File: src/gtm_pkg.sv
// Shared types and constants of the Goertzel tone magnitude core.
// Used by every module under src; depends on nothing.
package gtm_pkg;

	localparam int SAMPLE_W   = 16;   // ADC sample width
	localparam int ACC_W      = 48;   // recurrence state, Q40.8
	localparam int COEF_W     = 32;   // Q2.30 / Q1.30 registers
	localparam int MAG_W      = 32;   // output magnitude
	localparam int FRAC_SHIFT = 30;   // coefficient fraction bits
	localparam int SAMPLE_FRAC = 8;   // sample enters as x * 256
	localparam int HALF_W     = ACC_W / 2;       // multiplier slice
	localparam int PROD_W     = 2 * ACC_W;       // product accumulator
	localparam int RAD_W      = 80;              // radicand bits used by the root
	localparam int ROOT_W     = RAD_W / 2;       // root bits, one per step
	localparam int REM_W      = ROOT_W + 3;
	localparam int CNT_W      = $clog2(ROOT_W + 1);
	localparam int IDX_W      = 2;

	// configuration register index
	localparam logic [IDX_W-1:0] REG_RECUR_COEFF = 2'd0;
	localparam logic [IDX_W-1:0] REG_TONE_COSINE = 2'd1;
	localparam logic [IDX_W-1:0] REG_TONE_SINE   = 2'd2;

	localparam logic [COEF_W-1:0] SINE_RESET = 32'h4000_0000;

	// multiplier operand select
	localparam logic [2:0] SEL_REC = 3'd0;   // s1 * recur_coeff
	localparam logic [2:0] SEL_COS = 3'd1;   // s2 * tone_cosine
	localparam logic [2:0] SEL_SIN = 3'd2;   // s2 * tone_sine
	localparam logic [2:0] SEL_RE  = 3'd3;   // re * re
	localparam logic [2:0] SEL_IM  = 3'd4;   // im * im

	typedef struct packed {
		logic       take_in;     // capture sample word
		logic       mul_start;   // launch a multiply
		logic [2:0] mul_sel;
		logic       mul_keep;    // accumulate onto the previous product
		logic       upd_state;   // write s0 into the state pair
		logic       upd_re;
		logic       upd_im;
		logic       sqrt_start;
		logic       load_out;    // load result register, clear state
	} gtm_cmd_t;

	typedef struct packed {
		logic mul_done;
		logic sqrt_done;
		logic blk_last;
		logic out_free;
	} gtm_stat_t;

endpackage

File: src/goertzel_tone_magnitude_core.sv
// Top level of the Goertzel single-tone magnitude detector.
// Depends on gtm_pkg, gtm_ctrl, gtm_datapath (which holds gtm_mul and gtm_isqrt).

// Goertzel tone magnitude core. Each sample word runs s0 = x + coeff*s1 - s2
// on Q40.8 state (saturating at 48 bits, products rounded half away from zero
// after the Q.30 shift). A sample with tlast set closes the block: the core
// forms re = s1 - s2*cos and im = s2*sin, takes floor(sqrt(re^2 + im^2)) and
// returns it scaled back to an integer on the master side, with tuser set when
// the value clipped at 2^32 - 1; the state then returns to zero. Each sample
// word goes through the accept/launch step, four slices for the 48x32 product
// on the shared 24x24 multiplier and a state update; no new word is accepted
// before that. A block-end word then adds four further products (cos, sin,
// re^2 and im^2, the squares accumulated together), a bit-per-cycle square
// root and the hand-over of the result. A finished result sits in an output
// register, so the next block starts while it waits; the core stalls only if
// a second result is ready before the first was taken. Coefficient registers
// (0 recur_coeff Q2.30, 1 tone_cosine Q1.30, 2 tone_sine Q1.30, reset values
// 0, 0, 1.0) are written through cfg_we; the user must write them only while
// the core is idle, which the block itself does not enforce; index 3 is
// ignored.
module goertzel_tone_magnitude_core (
	input  logic                          clk,
	input  logic                          arst_n,
	// sample stream
	input  logic                          s_tvalid,
	output logic                          s_tready,
	input  logic [gtm_pkg::SAMPLE_W-1:0]  s_tdata,    // [15:0] sample
	input  logic                          s_tlast,    // block_end
	// magnitude stream
	output logic                          m_tvalid,
	input  logic                          m_tready,
	output logic [gtm_pkg::MAG_W-1:0]     m_tdata,    // [31:0] magnitude
	output logic                          m_tuser,    // [0] saturated
	// configuration writes
	input  logic                          cfg_we,
	input  logic [gtm_pkg::IDX_W-1:0]     cfg_index,
	input  logic [gtm_pkg::COEF_W-1:0]    cfg_data
);

	gtm_pkg::gtm_cmd_t  cmd;
	gtm_pkg::gtm_stat_t stat;

	// sequencer; accepts a word only in its idle state
	gtm_ctrl u_ctrl (
		.clk      (clk),
		.arst_n   (arst_n),
		.in_valid (s_tvalid),
		.in_ready (s_tready),
		.stat     (stat),
		.cmd      (cmd)
	);

	// arithmetic, state and the output register
	gtm_datapath u_dp (
		.clk       (clk),
		.arst_n    (arst_n),
		.cmd       (cmd),
		.stat      (stat),
		.sample    (s_tdata),
		.block_end (s_tlast),
		.cfg_we    (cfg_we),
		.cfg_index (cfg_index),
		.cfg_data  (cfg_data),
		.out_valid (m_tvalid),
		.out_ready (m_tready),
		.magnitude (m_tdata),
		.saturated (m_tuser)
	);

endmodule

File: src/gtm_mul.sv
// Sequential 48x48 unsigned multiply-accumulate, one 24x24 slice per cycle.
// Depends on gtm_pkg.
module gtm_mul (
	input  logic                        clk,
	input  logic                        arst_n,
	input  logic                        start,
	input  logic                        keep,
	input  logic [gtm_pkg::ACC_W-1:0]   a,
	input  logic [gtm_pkg::ACC_W-1:0]   b,
	output logic [gtm_pkg::PROD_W-1:0]  prod,
	output logic                        done
);

	logic [gtm_pkg::ACC_W-1:0]  a_q, b_q;
	logic [gtm_pkg::PROD_W-1:0] acc_q;
	logic [1:0]                 step_q;
	logic                       busy_q, done_q;
	logic [gtm_pkg::HALF_W-1:0] a_slice, b_slice;
	logic [gtm_pkg::ACC_W-1:0]  pp;
	logic [gtm_pkg::PROD_W-1:0] pp_sh;

	assign a_slice = step_q[1] ? a_q[gtm_pkg::ACC_W-1:gtm_pkg::HALF_W] : a_q[gtm_pkg::HALF_W-1:0];
	assign b_slice = step_q[0] ? b_q[gtm_pkg::ACC_W-1:gtm_pkg::HALF_W] : b_q[gtm_pkg::HALF_W-1:0];
	assign pp      = a_slice * b_slice;

	// weight of the slice pair: 0, 24 or 48 bits
	always_comb begin
		unique case (step_q)
			2'd0:       pp_sh = {{gtm_pkg::ACC_W{1'b0}}, pp};
			2'd1, 2'd2: pp_sh = {{gtm_pkg::HALF_W{1'b0}}, pp, {gtm_pkg::HALF_W{1'b0}}};
			default:    pp_sh = {pp, {gtm_pkg::ACC_W{1'b0}}};
		endcase
	end

	always_ff @(posedge clk or negedge arst_n) begin
		if (!arst_n) begin
			step_q <= 2'd0;
			busy_q <= 1'b0;
			done_q <= 1'b0;
		end else if (start) begin
			step_q <= 2'd0;
			busy_q <= 1'b1;
			done_q <= 1'b0;
		end else if (busy_q) begin
			step_q <= step_q + 2'd1;
			busy_q <= (step_q != 2'd3);
			done_q <= (step_q == 2'd3);
		end else begin
			done_q <= 1'b0;
		end
	end

	always_ff @(posedge clk) begin
		if (start) begin
			a_q <= a;
			b_q <= b;
			if (!keep) begin
				acc_q <= '0;
			end
		end else if (busy_q) begin
			acc_q <= acc_q + pp_sh;
		end
	end

	assign prod = acc_q;
	assign done = done_q;

endmodule

File: src/gtm_isqrt.sv
// Digit-by-digit integer square root, one root bit per cycle.
// Depends on gtm_pkg.
module gtm_isqrt (
	input  logic                        clk,
	input  logic                        arst_n,
	input  logic                        start,
	input  logic [gtm_pkg::RAD_W-1:0]   radicand,
	output logic [gtm_pkg::ROOT_W-1:0]  root,
	output logic                        done
);

	logic [gtm_pkg::RAD_W-1:0]  rad_q;
	logic [gtm_pkg::REM_W-1:0]  rem_q;
	logic [gtm_pkg::ROOT_W-1:0] root_q;
	logic [gtm_pkg::CNT_W-1:0]  cnt_q;
	logic                       busy_q, done_q;
	logic [gtm_pkg::REM_W-1:0]  cand, trial;
	logic                       fits;

	// bring down the next two radicand bits, try root*4+1
	assign cand  = {rem_q[gtm_pkg::REM_W-3:0], rad_q[gtm_pkg::RAD_W-1 -: 2]};
	assign trial = {1'b0, root_q, 2'b01};
	assign fits  = (cand >= trial);

	always_ff @(posedge clk or negedge arst_n) begin
		if (!arst_n) begin
			cnt_q  <= '0;
			busy_q <= 1'b0;
			done_q <= 1'b0;
		end else if (start) begin
			cnt_q  <= gtm_pkg::CNT_W'(gtm_pkg::ROOT_W);
			busy_q <= 1'b1;
			done_q <= 1'b0;
		end else if (busy_q) begin
			cnt_q  <= cnt_q - 1'b1;
			busy_q <= (cnt_q != gtm_pkg::CNT_W'(1));
			done_q <= (cnt_q == gtm_pkg::CNT_W'(1));
		end else begin
			done_q <= 1'b0;
		end
	end

	always_ff @(posedge clk) begin
		if (start) begin
			rad_q  <= radicand;
			rem_q  <= '0;
			root_q <= '0;
		end else if (busy_q) begin
			rad_q  <= {rad_q[gtm_pkg::RAD_W-3:0], 2'b00};
			rem_q  <= fits ? (cand - trial) : cand;
			root_q <= {root_q[gtm_pkg::ROOT_W-2:0], fits};
		end
	end

	assign root = root_q;
	assign done = done_q;

endmodule

File: src/gtm_datapath.sv
// Datapath: config registers, state pair, rounding/saturation, result register.
// Depends on gtm_pkg, gtm_mul, gtm_isqrt.
module gtm_datapath (
	input  logic                          clk,
	input  logic                          arst_n,
	input  gtm_pkg::gtm_cmd_t             cmd,
	output gtm_pkg::gtm_stat_t            stat,
	input  logic [gtm_pkg::SAMPLE_W-1:0]  sample,
	input  logic                          block_end,
	input  logic                          cfg_we,
	input  logic [gtm_pkg::IDX_W-1:0]     cfg_index,
	input  logic [gtm_pkg::COEF_W-1:0]    cfg_data,
	output logic                          out_valid,
	input  logic                          out_ready,
	output logic [gtm_pkg::MAG_W-1:0]     magnitude,
	output logic                          saturated
);

	localparam int AW  = gtm_pkg::ACC_W;
	localparam int CW  = gtm_pkg::COEF_W;
	localparam int QW  = AW + CW;          // q30 product bits
	localparam int MW  = QW - gtm_pkg::FRAC_SHIFT;

	function automatic logic [AW-1:0] mag_acc(input logic [AW-1:0] v);
		return v[AW-1] ? (~v + 1'b1) : v;
	endfunction

	function automatic logic [CW-1:0] mag_coef(input logic [CW-1:0] v);
		return v[CW-1] ? (~v + 1'b1) : v;
	endfunction

	// clamp a two-bit-grown value to the signed state range
	function automatic logic [AW-1:0] sat_acc(input logic [AW+1:0] v);
		logic [AW-1:0] r;
		if (v[AW+1:AW-1] == 3'b000 || v[AW+1:AW-1] == 3'b111) begin
			r = v[AW-1:0];
		end else if (v[AW+1]) begin
			r = {1'b1, {(AW-1){1'b0}}};
		end else begin
			r = {1'b0, {(AW-1){1'b1}}};
		end
		return r;
	endfunction

	// magnitude product >> 30, round half away from zero, saturate, apply sign
	function automatic logic [AW-1:0] q30_round(input logic [gtm_pkg::PROD_W-1:0] p,
	                                            input logic neg);
		logic [QW-1:0] t;
		logic [MW-1:0] m;
		logic [MW-1:0] lim;
		t   = p[QW-1:0] + (QW'(1) << (gtm_pkg::FRAC_SHIFT - 1));
		m   = t[QW-1:gtm_pkg::FRAC_SHIFT];
		lim = {{(MW-AW+1){1'b0}}, {(AW-1){1'b1}}} + MW'(neg);
		if (m > lim) begin
			m = lim;
		end
		return neg ? AW'(~m + 1'b1) : m[AW-1:0];
	endfunction

	function automatic logic [AW+1:0] ext2(input logic [AW-1:0] v);
		return {{2{v[AW-1]}}, v};
	endfunction

	logic [CW-1:0]                 coeff_q, cos_q, sin_q;
	logic [AW-1:0]                 s1_q, s2_q, re_q, im_q;
	logic [gtm_pkg::SAMPLE_W-1:0]  x_q;
	logic                          last_q, neg_q, ovf_q;
	logic                          oval_q, osat_q;
	logic [gtm_pkg::MAG_W-1:0]     omag_q;

	logic [AW-1:0]                 op_a, op_b;
	logic                          op_neg;
	logic [gtm_pkg::PROD_W-1:0]    prod;
	logic                          mul_done, sqrt_done;
	logic [gtm_pkg::ROOT_W-1:0]    root;
	logic [AW-1:0]                 x_full, qprod, s0a, s0, re_new;

	always_comb begin
		unique case (cmd.mul_sel)
			gtm_pkg::SEL_REC: begin
				op_a   = mag_acc(s1_q);
				op_b   = AW'(mag_coef(coeff_q));
				op_neg = s1_q[AW-1] ^ coeff_q[CW-1];
			end
			gtm_pkg::SEL_COS: begin
				op_a   = mag_acc(s2_q);
				op_b   = AW'(mag_coef(cos_q));
				op_neg = s2_q[AW-1] ^ cos_q[CW-1];
			end
			gtm_pkg::SEL_SIN: begin
				op_a   = mag_acc(s2_q);
				op_b   = AW'(mag_coef(sin_q));
				op_neg = s2_q[AW-1] ^ sin_q[CW-1];
			end
			gtm_pkg::SEL_RE: begin
				op_a   = mag_acc(re_q);
				op_b   = mag_acc(re_q);
				op_neg = 1'b0;
			end
			gtm_pkg::SEL_IM: begin
				op_a   = mag_acc(im_q);
				op_b   = mag_acc(im_q);
				op_neg = 1'b0;
			end
			default: begin
				op_a   = '0;
				op_b   = '0;
				op_neg = 1'b0;
			end
		endcase
	end

	gtm_mul u_mul (
		.clk    (clk),
		.arst_n (arst_n),
		.start  (cmd.mul_start),
		.keep   (cmd.mul_keep),
		.a      (op_a),
		.b      (op_b),
		.prod   (prod),
		.done   (mul_done)
	);

	gtm_isqrt u_sqrt (
		.clk      (clk),
		.arst_n   (arst_n),
		.start    (cmd.sqrt_start),
		.radicand (prod[gtm_pkg::RAD_W-1:0]),
		.root     (root),
		.done     (sqrt_done)
	);

	assign x_full = {{(AW-gtm_pkg::SAMPLE_W-gtm_pkg::SAMPLE_FRAC){x_q[gtm_pkg::SAMPLE_W-1]}},
	                 x_q, {gtm_pkg::SAMPLE_FRAC{1'b0}}};
	assign qprod  = q30_round(prod, neg_q);
	assign s0a    = sat_acc(ext2(x_full) + ext2(qprod));
	assign s0     = sat_acc(ext2(s0a) - ext2(s2_q));
	assign re_new = sat_acc(ext2(s1_q) - ext2(qprod));

	always_ff @(posedge clk or negedge arst_n) begin
		if (!arst_n) begin
			coeff_q <= '0;
			cos_q   <= '0;
			sin_q   <= gtm_pkg::SINE_RESET;
			s1_q    <= '0;
			s2_q    <= '0;
			last_q  <= 1'b0;
			oval_q  <= 1'b0;
		end else begin
			if (cfg_we) begin
				unique case (cfg_index)
					gtm_pkg::REG_RECUR_COEFF: coeff_q <= cfg_data;
					gtm_pkg::REG_TONE_COSINE: cos_q   <= cfg_data;
					gtm_pkg::REG_TONE_SINE:   sin_q   <= cfg_data;
					default: ;
				endcase
			end
			if (cmd.take_in) begin
				last_q <= block_end;
			end
			if (cmd.load_out) begin
				s1_q <= '0;
				s2_q <= '0;
			end else if (cmd.upd_state) begin
				s1_q <= s0;
				s2_q <= s1_q;
			end
			if (cmd.load_out) begin
				oval_q <= 1'b1;
			end else if (out_ready) begin
				oval_q <= 1'b0;
			end
		end
	end

	always_ff @(posedge clk) begin
		if (cmd.take_in) begin
			x_q <= sample;
		end
		if (cmd.mul_start) begin
			neg_q <= op_neg;
		end
		if (cmd.upd_re) begin
			re_q <= re_new;
		end
		if (cmd.upd_im) begin
			im_q <= qprod;
		end
		if (cmd.sqrt_start) begin
			ovf_q <= |prod[gtm_pkg::PROD_W-1:gtm_pkg::RAD_W];
		end
		if (cmd.load_out) begin
			omag_q <= ovf_q ? {gtm_pkg::MAG_W{1'b1}}
			                : root[gtm_pkg::ROOT_W-1:gtm_pkg::ROOT_W-gtm_pkg::MAG_W];
			osat_q <= ovf_q;
		end
	end

	assign stat.mul_done  = mul_done;
	assign stat.sqrt_done = sqrt_done;
	assign stat.blk_last  = last_q;
	assign stat.out_free  = !oval_q || out_ready;

	assign out_valid = oval_q;
	assign magnitude = omag_q;
	assign saturated = osat_q;

endmodule

File: src/gtm_ctrl.sv
// Sequencer: steps the datapath through recurrence, block-end terms and root.
// Depends on gtm_pkg.
module gtm_ctrl (
	input  logic                clk,
	input  logic                arst_n,
	input  logic                in_valid,
	output logic                in_ready,
	input  gtm_pkg::gtm_stat_t  stat,
	output gtm_pkg::gtm_cmd_t   cmd
);

	localparam logic [3:0] ST_IDLE = 4'd0;
	localparam logic [3:0] ST_MREC = 4'd1;   // s1 * coeff
	localparam logic [3:0] ST_LCOS = 4'd2;
	localparam logic [3:0] ST_MCOS = 4'd3;   // s2 * cos
	localparam logic [3:0] ST_MSIN = 4'd4;   // s2 * sin
	localparam logic [3:0] ST_LSQ  = 4'd5;
	localparam logic [3:0] ST_MSQR = 4'd6;   // re^2
	localparam logic [3:0] ST_MSQI = 4'd7;   // + im^2
	localparam logic [3:0] ST_ROOT = 4'd8;
	localparam logic [3:0] ST_OUT  = 4'd9;

	logic [3:0] state_q, state_d;

	always_comb begin
		cmd      = '0;
		in_ready = 1'b0;
		state_d  = state_q;
		unique case (state_q)
			ST_IDLE: begin
				in_ready = 1'b1;
				if (in_valid) begin
					cmd.take_in   = 1'b1;
					cmd.mul_start = 1'b1;
					cmd.mul_sel   = gtm_pkg::SEL_REC;
					state_d       = ST_MREC;
				end
			end
			ST_MREC: begin
				if (stat.mul_done) begin
					cmd.upd_state = 1'b1;
					state_d       = stat.blk_last ? ST_LCOS : ST_IDLE;
				end
			end
			ST_LCOS: begin
				cmd.mul_start = 1'b1;
				cmd.mul_sel   = gtm_pkg::SEL_COS;
				state_d       = ST_MCOS;
			end
			ST_MCOS: begin
				if (stat.mul_done) begin
					cmd.upd_re    = 1'b1;
					cmd.mul_start = 1'b1;
					cmd.mul_sel   = gtm_pkg::SEL_SIN;
					state_d       = ST_MSIN;
				end
			end
			ST_MSIN: begin
				if (stat.mul_done) begin
					cmd.upd_im = 1'b1;
					state_d    = ST_LSQ;
				end
			end
			ST_LSQ: begin
				cmd.mul_start = 1'b1;
				cmd.mul_sel   = gtm_pkg::SEL_RE;
				state_d       = ST_MSQR;
			end
			ST_MSQR: begin
				if (stat.mul_done) begin
					cmd.mul_start = 1'b1;
					cmd.mul_sel   = gtm_pkg::SEL_IM;
					cmd.mul_keep  = 1'b1;
					state_d       = ST_MSQI;
				end
			end
			ST_MSQI: begin
				if (stat.mul_done) begin
					cmd.sqrt_start = 1'b1;
					state_d        = ST_ROOT;
				end
			end
			ST_ROOT: begin
				if (stat.sqrt_done) begin
					state_d = ST_OUT;
				end
			end
			ST_OUT: begin
				if (stat.out_free) begin
					cmd.load_out = 1'b1;
					state_d      = ST_IDLE;
				end
			end
			default: begin
				state_d = ST_IDLE;
			end
		endcase
	end

	always_ff @(posedge clk or negedge arst_n) begin
		if (!arst_n) begin
			state_q <= ST_IDLE;
		end else begin
			state_q <= state_d;
		end
	end

endmodule
File: config.mk
export PLATFORM = sky130hd
export DESIGN_NAME = goertzel_tone_magnitude_core
export DESIGN_NICKNAME = d
export VERILOG_FILES = /design/src/gtm_pkg.sv /design/src/goertzel_tone_magnitude_core.sv /design/src/gtm_mul.sv /design/src/gtm_isqrt.sv /design/src/gtm_datapath.sv /design/src/gtm_ctrl.sv
export SDC_FILE = /design/constraint.sdc
export NUM_CORES = 2
export LEC_CHECK = 0
export BUFFER_PORTS_ARGS = -buffer_cell sky130_fd_sc_hd__buf_2
export CORE_MARGIN = 3
export CORE_UTILIZATION = 60
export CTS_CLUSTER_DIAMETER = 60
export CTS_CLUSTER_SIZE = 10
export DETAILED_ROUTE_END_ITERATION = 6
export PLACE_DENSITY = 0.8
export SETUP_SLACK_MARGIN = 0.1
export SYNTH_ARGS = -nofsm -noshare
export SYNTH_HDL_FRONTEND = slang
export SYNTH_HIERARCHICAL = 1
export SYNTH_SLANG_ARGS = --single-unit
export TNS_END_PERCENT = 30
File: constraint.sdc
create_clock -name clk -period 21.6 [get_ports clk]
set_input_delay 2.16 -clock clk [delete_from_list [all_inputs] [get_ports clk]]
set_output_delay 2.16 -clock clk [all_outputs]
set_load 0.02 [all_outputs]
==> flow_summary.yaml <==
detailed_routing:
  vias_per_cell: 6.61
  drt_iter0_drc: 8041
  drc: 7
  wire_per_inst_um: 26.3
  wl_mm: 262
  vias: 65800
  firstDrtPassIters: 7
  final_antenna_net_count: 0
critical_path:
  worst_r2r_endpoint: "u_dp/s1_q[7]"
  slowest_stage: "or4_1"
  crit_path_max_incr_delay_ns: 0.78
  crit_top_cell: "ha_1"
  crit_arrival_ns: 16.27
  crit_fanout: 41
  critPathKind: "reg -> reg"
  critical_path_buf_inv_count: 3
  crit_family: "simple AND/OR/NAND/NOR gates"
  r2r-start: "u_dp/u_mul/prod[29]"
  rr_worst_depth: 48
  worst_ep_required_time_ns: 22.13
  reg2reg_setup_slack_ns: 5.86
  cp-start-kind: "flip-flop"
  endpoint_kind: "flip-flop"
status:
  status: "finished, violations left"
  failed_checks: "design-rule violations"
power_and_ir_drop:
  clockPowerShare: 0.471
  pwr-share-comb: 0.062
  p_seq_frac: 0.467
  vdd_ir_drop_max_v: 0.0000578
  powerDensity_nw_per_um2: 40.8
  p_int_mw: 2.45
  switchingPower_uw: 794
  p_total_mw: 3.24
  power_leakage_nw: 35.6
  p_sw_frac: 0.245
synth:
  synth.distinct_cells: 128
  ys_seq_elements: 710
  synth_warnings: 6
  syn_inst: 8371
  synth_top_cell_area_share: 0.169
  synth_common_cells: "inv_1, nand2_1, nor2_1"
  synth_fp_nets: 9424
  synth_area_per_cell_sq_um: 8.90
  async_reset_ff_frac: 0.296
  yosysMostFrequentCell: "inv_1"
  synth_area_leaders: "edfxtp_1, fa_1, ha_1"
  seq_area_frac_synth: 0.261
  syn_area_sq_um: 74500
  synth_top_area_cell: "edfxtp_1"
  synth_edf_count: 419
  synthFlopType: "edfxtp_1"
placed_design:
  hpwl_mm: 204
  pre_cts_slack_ns: 6.17
  dp.cells: 9776
  portBuffers: 90
  gp_congestion: 1.04
sta:
  rsz0062_at_grt: "false"
  slew_viol_final: 0
  setup_ws_ns: 5.86
  period_needed_ns: 15.74
  final-hold-violation-count: 0
  timing.fmax_mhz: 63.5
  final.setup_skew_ns: 0.0412
  worst_hold_slack_ns: 0.496
  setup_viol: 0
  maxSlewHeadroom: 0.0329
  tns_ns: 0
  finalCritPeriodShare: 0.729
  tightest_slew_ns: 1.41
cts:
  cts_hold_buf: 0
  cts_resized: 0
  h-tree-depth: 3
  clock_latency_ns: 0.72
  cts_setup_buffers: 0
  cts_tree: "yes"
  cts_buffers: 93
  clk_pin_slew_ns: 0.06
  cts_root_buf: "clkbuf_16"
  cts_sinks: 710
  cts_max_path_buffers: 3
layout:
  multi_input_area_sq_um: 50500
  regArea_sq_um: 19500
  fillerInstances: 10100
  drive_gt1_frac: 0.0879
  nNetsFinal: 9299
  instances_no_fill: 9955
  syn2layout_area_growth_pct: 6.45
floorplanning:
  die_width_um: 358
  num_rows: 128
  core-area_sq_um: 123000
  initial_core_util: 0.608
  ios: 91
  dieArea_sq_um: 128000
  fp.dieH_um: 358
min_path:
  hold_depth: 2
  worstHoldEndpoint: "u_dp/u_sqrt/rem_q[10]"
  hold_start: "u_dp/u_sqrt/rem_q[8]"
  min_path_type: "reg -> reg"
flow_run:
  cap_viol_max_count: 0
global_route:
  antenna_found_initial: 11
  first_global_vias: 62900
  grt_max_degree: 157
  grt_overflow_total: 0
  grt_pass1_wl_mm: 387
  grt_use_total: 0.400
## logic make-up (layout without fill, tap and decap cells)
family / after synthesis / after routing / synth area share
multiplexers: 388 / 388 / 0.0559
XOR/XNOR: 578 / 578 / 0.0679
buffers and inverters: 1232 / 1180 / 0.0635
AO/OA/AOI/OAI: 1936 / 1936 / 0.173
adder cells (fa/ha/maj): 1020 / 1020 / 0.219
flip-flops: 710 / 710 / 0.261
AND/OR/NAND/NOR: 2507 / 2507 / 0.159
other: 0 / 11 / 0
## how the worst max path moves through the flow
stage	startpoint	end	slack, ns	depth (start not counted)
CTS	u_dp/u_mul/prod[29]	u_dp/s1_q[7]	6.07	47
global placement	u_dp/u_mul/prod[29]	u_dp/s1_q[10]	6.65	46
global route	u_dp/u_mul/prod[31]	u_dp/s1_q[7]	5.17	46
finish	u_dp/u_mul/prod[29]	u_dp/s1_q[7]	5.86	48
floorplan	s_tvalid	u_dp/u_mul/prod[0]	8.10	5
detailed placement	u_dp/u_mul/prod[29]	u_dp/s1_q[7]	6.17	47
## worst min-delay path, stage by stage, from the launching register on
cell	delay [ns]
dfxtp_1	0.32
nand2_1	0.06
a311oi_1	0.07
## stage by stage
stage,cell area [sq um],util
5_1_grt,79300,0.647
6_report,79300,0.648
4_1_cts,79300,0.647
3_5_place_dp,76300,0.623
3_3_place_gp,76300,0.623
2_1_floorplan,74500,-
## placed cells by master (no fill, tap or decap), types with 95 or more instances in the layout
cell type / count
o21ai_0: 389
dfrtp_1: 206
nand2_1: 802
fa_1: 486
edfxtp_1: 419
a21oi_1: 506
nor3_1: 100
nand3_1: 113
inv_1: 816
xnor2_1: 299
o31ai_1: 95
a21o_1: 223
nand4_1: 107
nor2_1: 753
clkbuf_16: 98
ha_1: 511
mux2_2: 225
xor2_1: 278
mux2i_1: 149
buf_4: 104
## power groups by stage
stage	sequential, mW	combinational (mW)	clock, mW
floorplan	1.52	0.135	0
global placement	1.54	0.187	0
detailed placement	1.54	0.194	0
CTS	1.51	0.195	1.54
global route	1.52	0.215	1.59
finish	1.51	0.200	1.53
## routing by layer
| metal | track usage | up-vias | wire length [um] |
|---|---|---|---|
| li1 | - | 29100 | - |
| met1 | 0.530 | 32100 | 103000 |
| met2 | 0.598 | 3736 | 112000 |
| met3 | 0.121 | 827 | 31500 |
| met4 | 0.193 | 10 | 15000 |
| met5 | 0.00755 | - | 183 |
## cell type report
class,instances,share of cell area
clock buffer,144,0.0335
multi-input combinational,6429,0.637
inverter,817,0.0387
sequential,710,0.245
timing repair buffer,195,0.0159
clock inverter,24,0.00394
antenna,11,0.000347
tap,1625,0.0256
## registers in the layout (all words and copies together), names as in the netlist, 2 cells and up
| register | flops |
|---|---|
| u_dp/u_sqrt/rad_q | 80 |
| u_dp/u_sqrt/cnt_q | 6 |
| u_dp/im_q | 48 |
| u_dp/coeff_q | 32 |
| u_dp/u_mul/step_q | 2 |
| u_dp/u_mul/b_q | 48 |
| u_dp/u_sqrt/rem_q | 41 |
| u_dp/magnitude | 32 |
| u_dp/u_mul/prod | 96 |
| u_dp/s2_q | 48 |
| u_dp/x_q | 16 |
| u_dp/u_mul/a_q | 48 |
| u_ctrl/state_q | 4 |
| u_dp/re_q | 48 |
| u_dp/u_sqrt/root | 40 |
| u_dp/sin_q | 32 |
| u_dp/cos_q | 32 |
| u_dp/s1_q | 48 |
No activity file was read; power rests on OpenSTA's default activity.
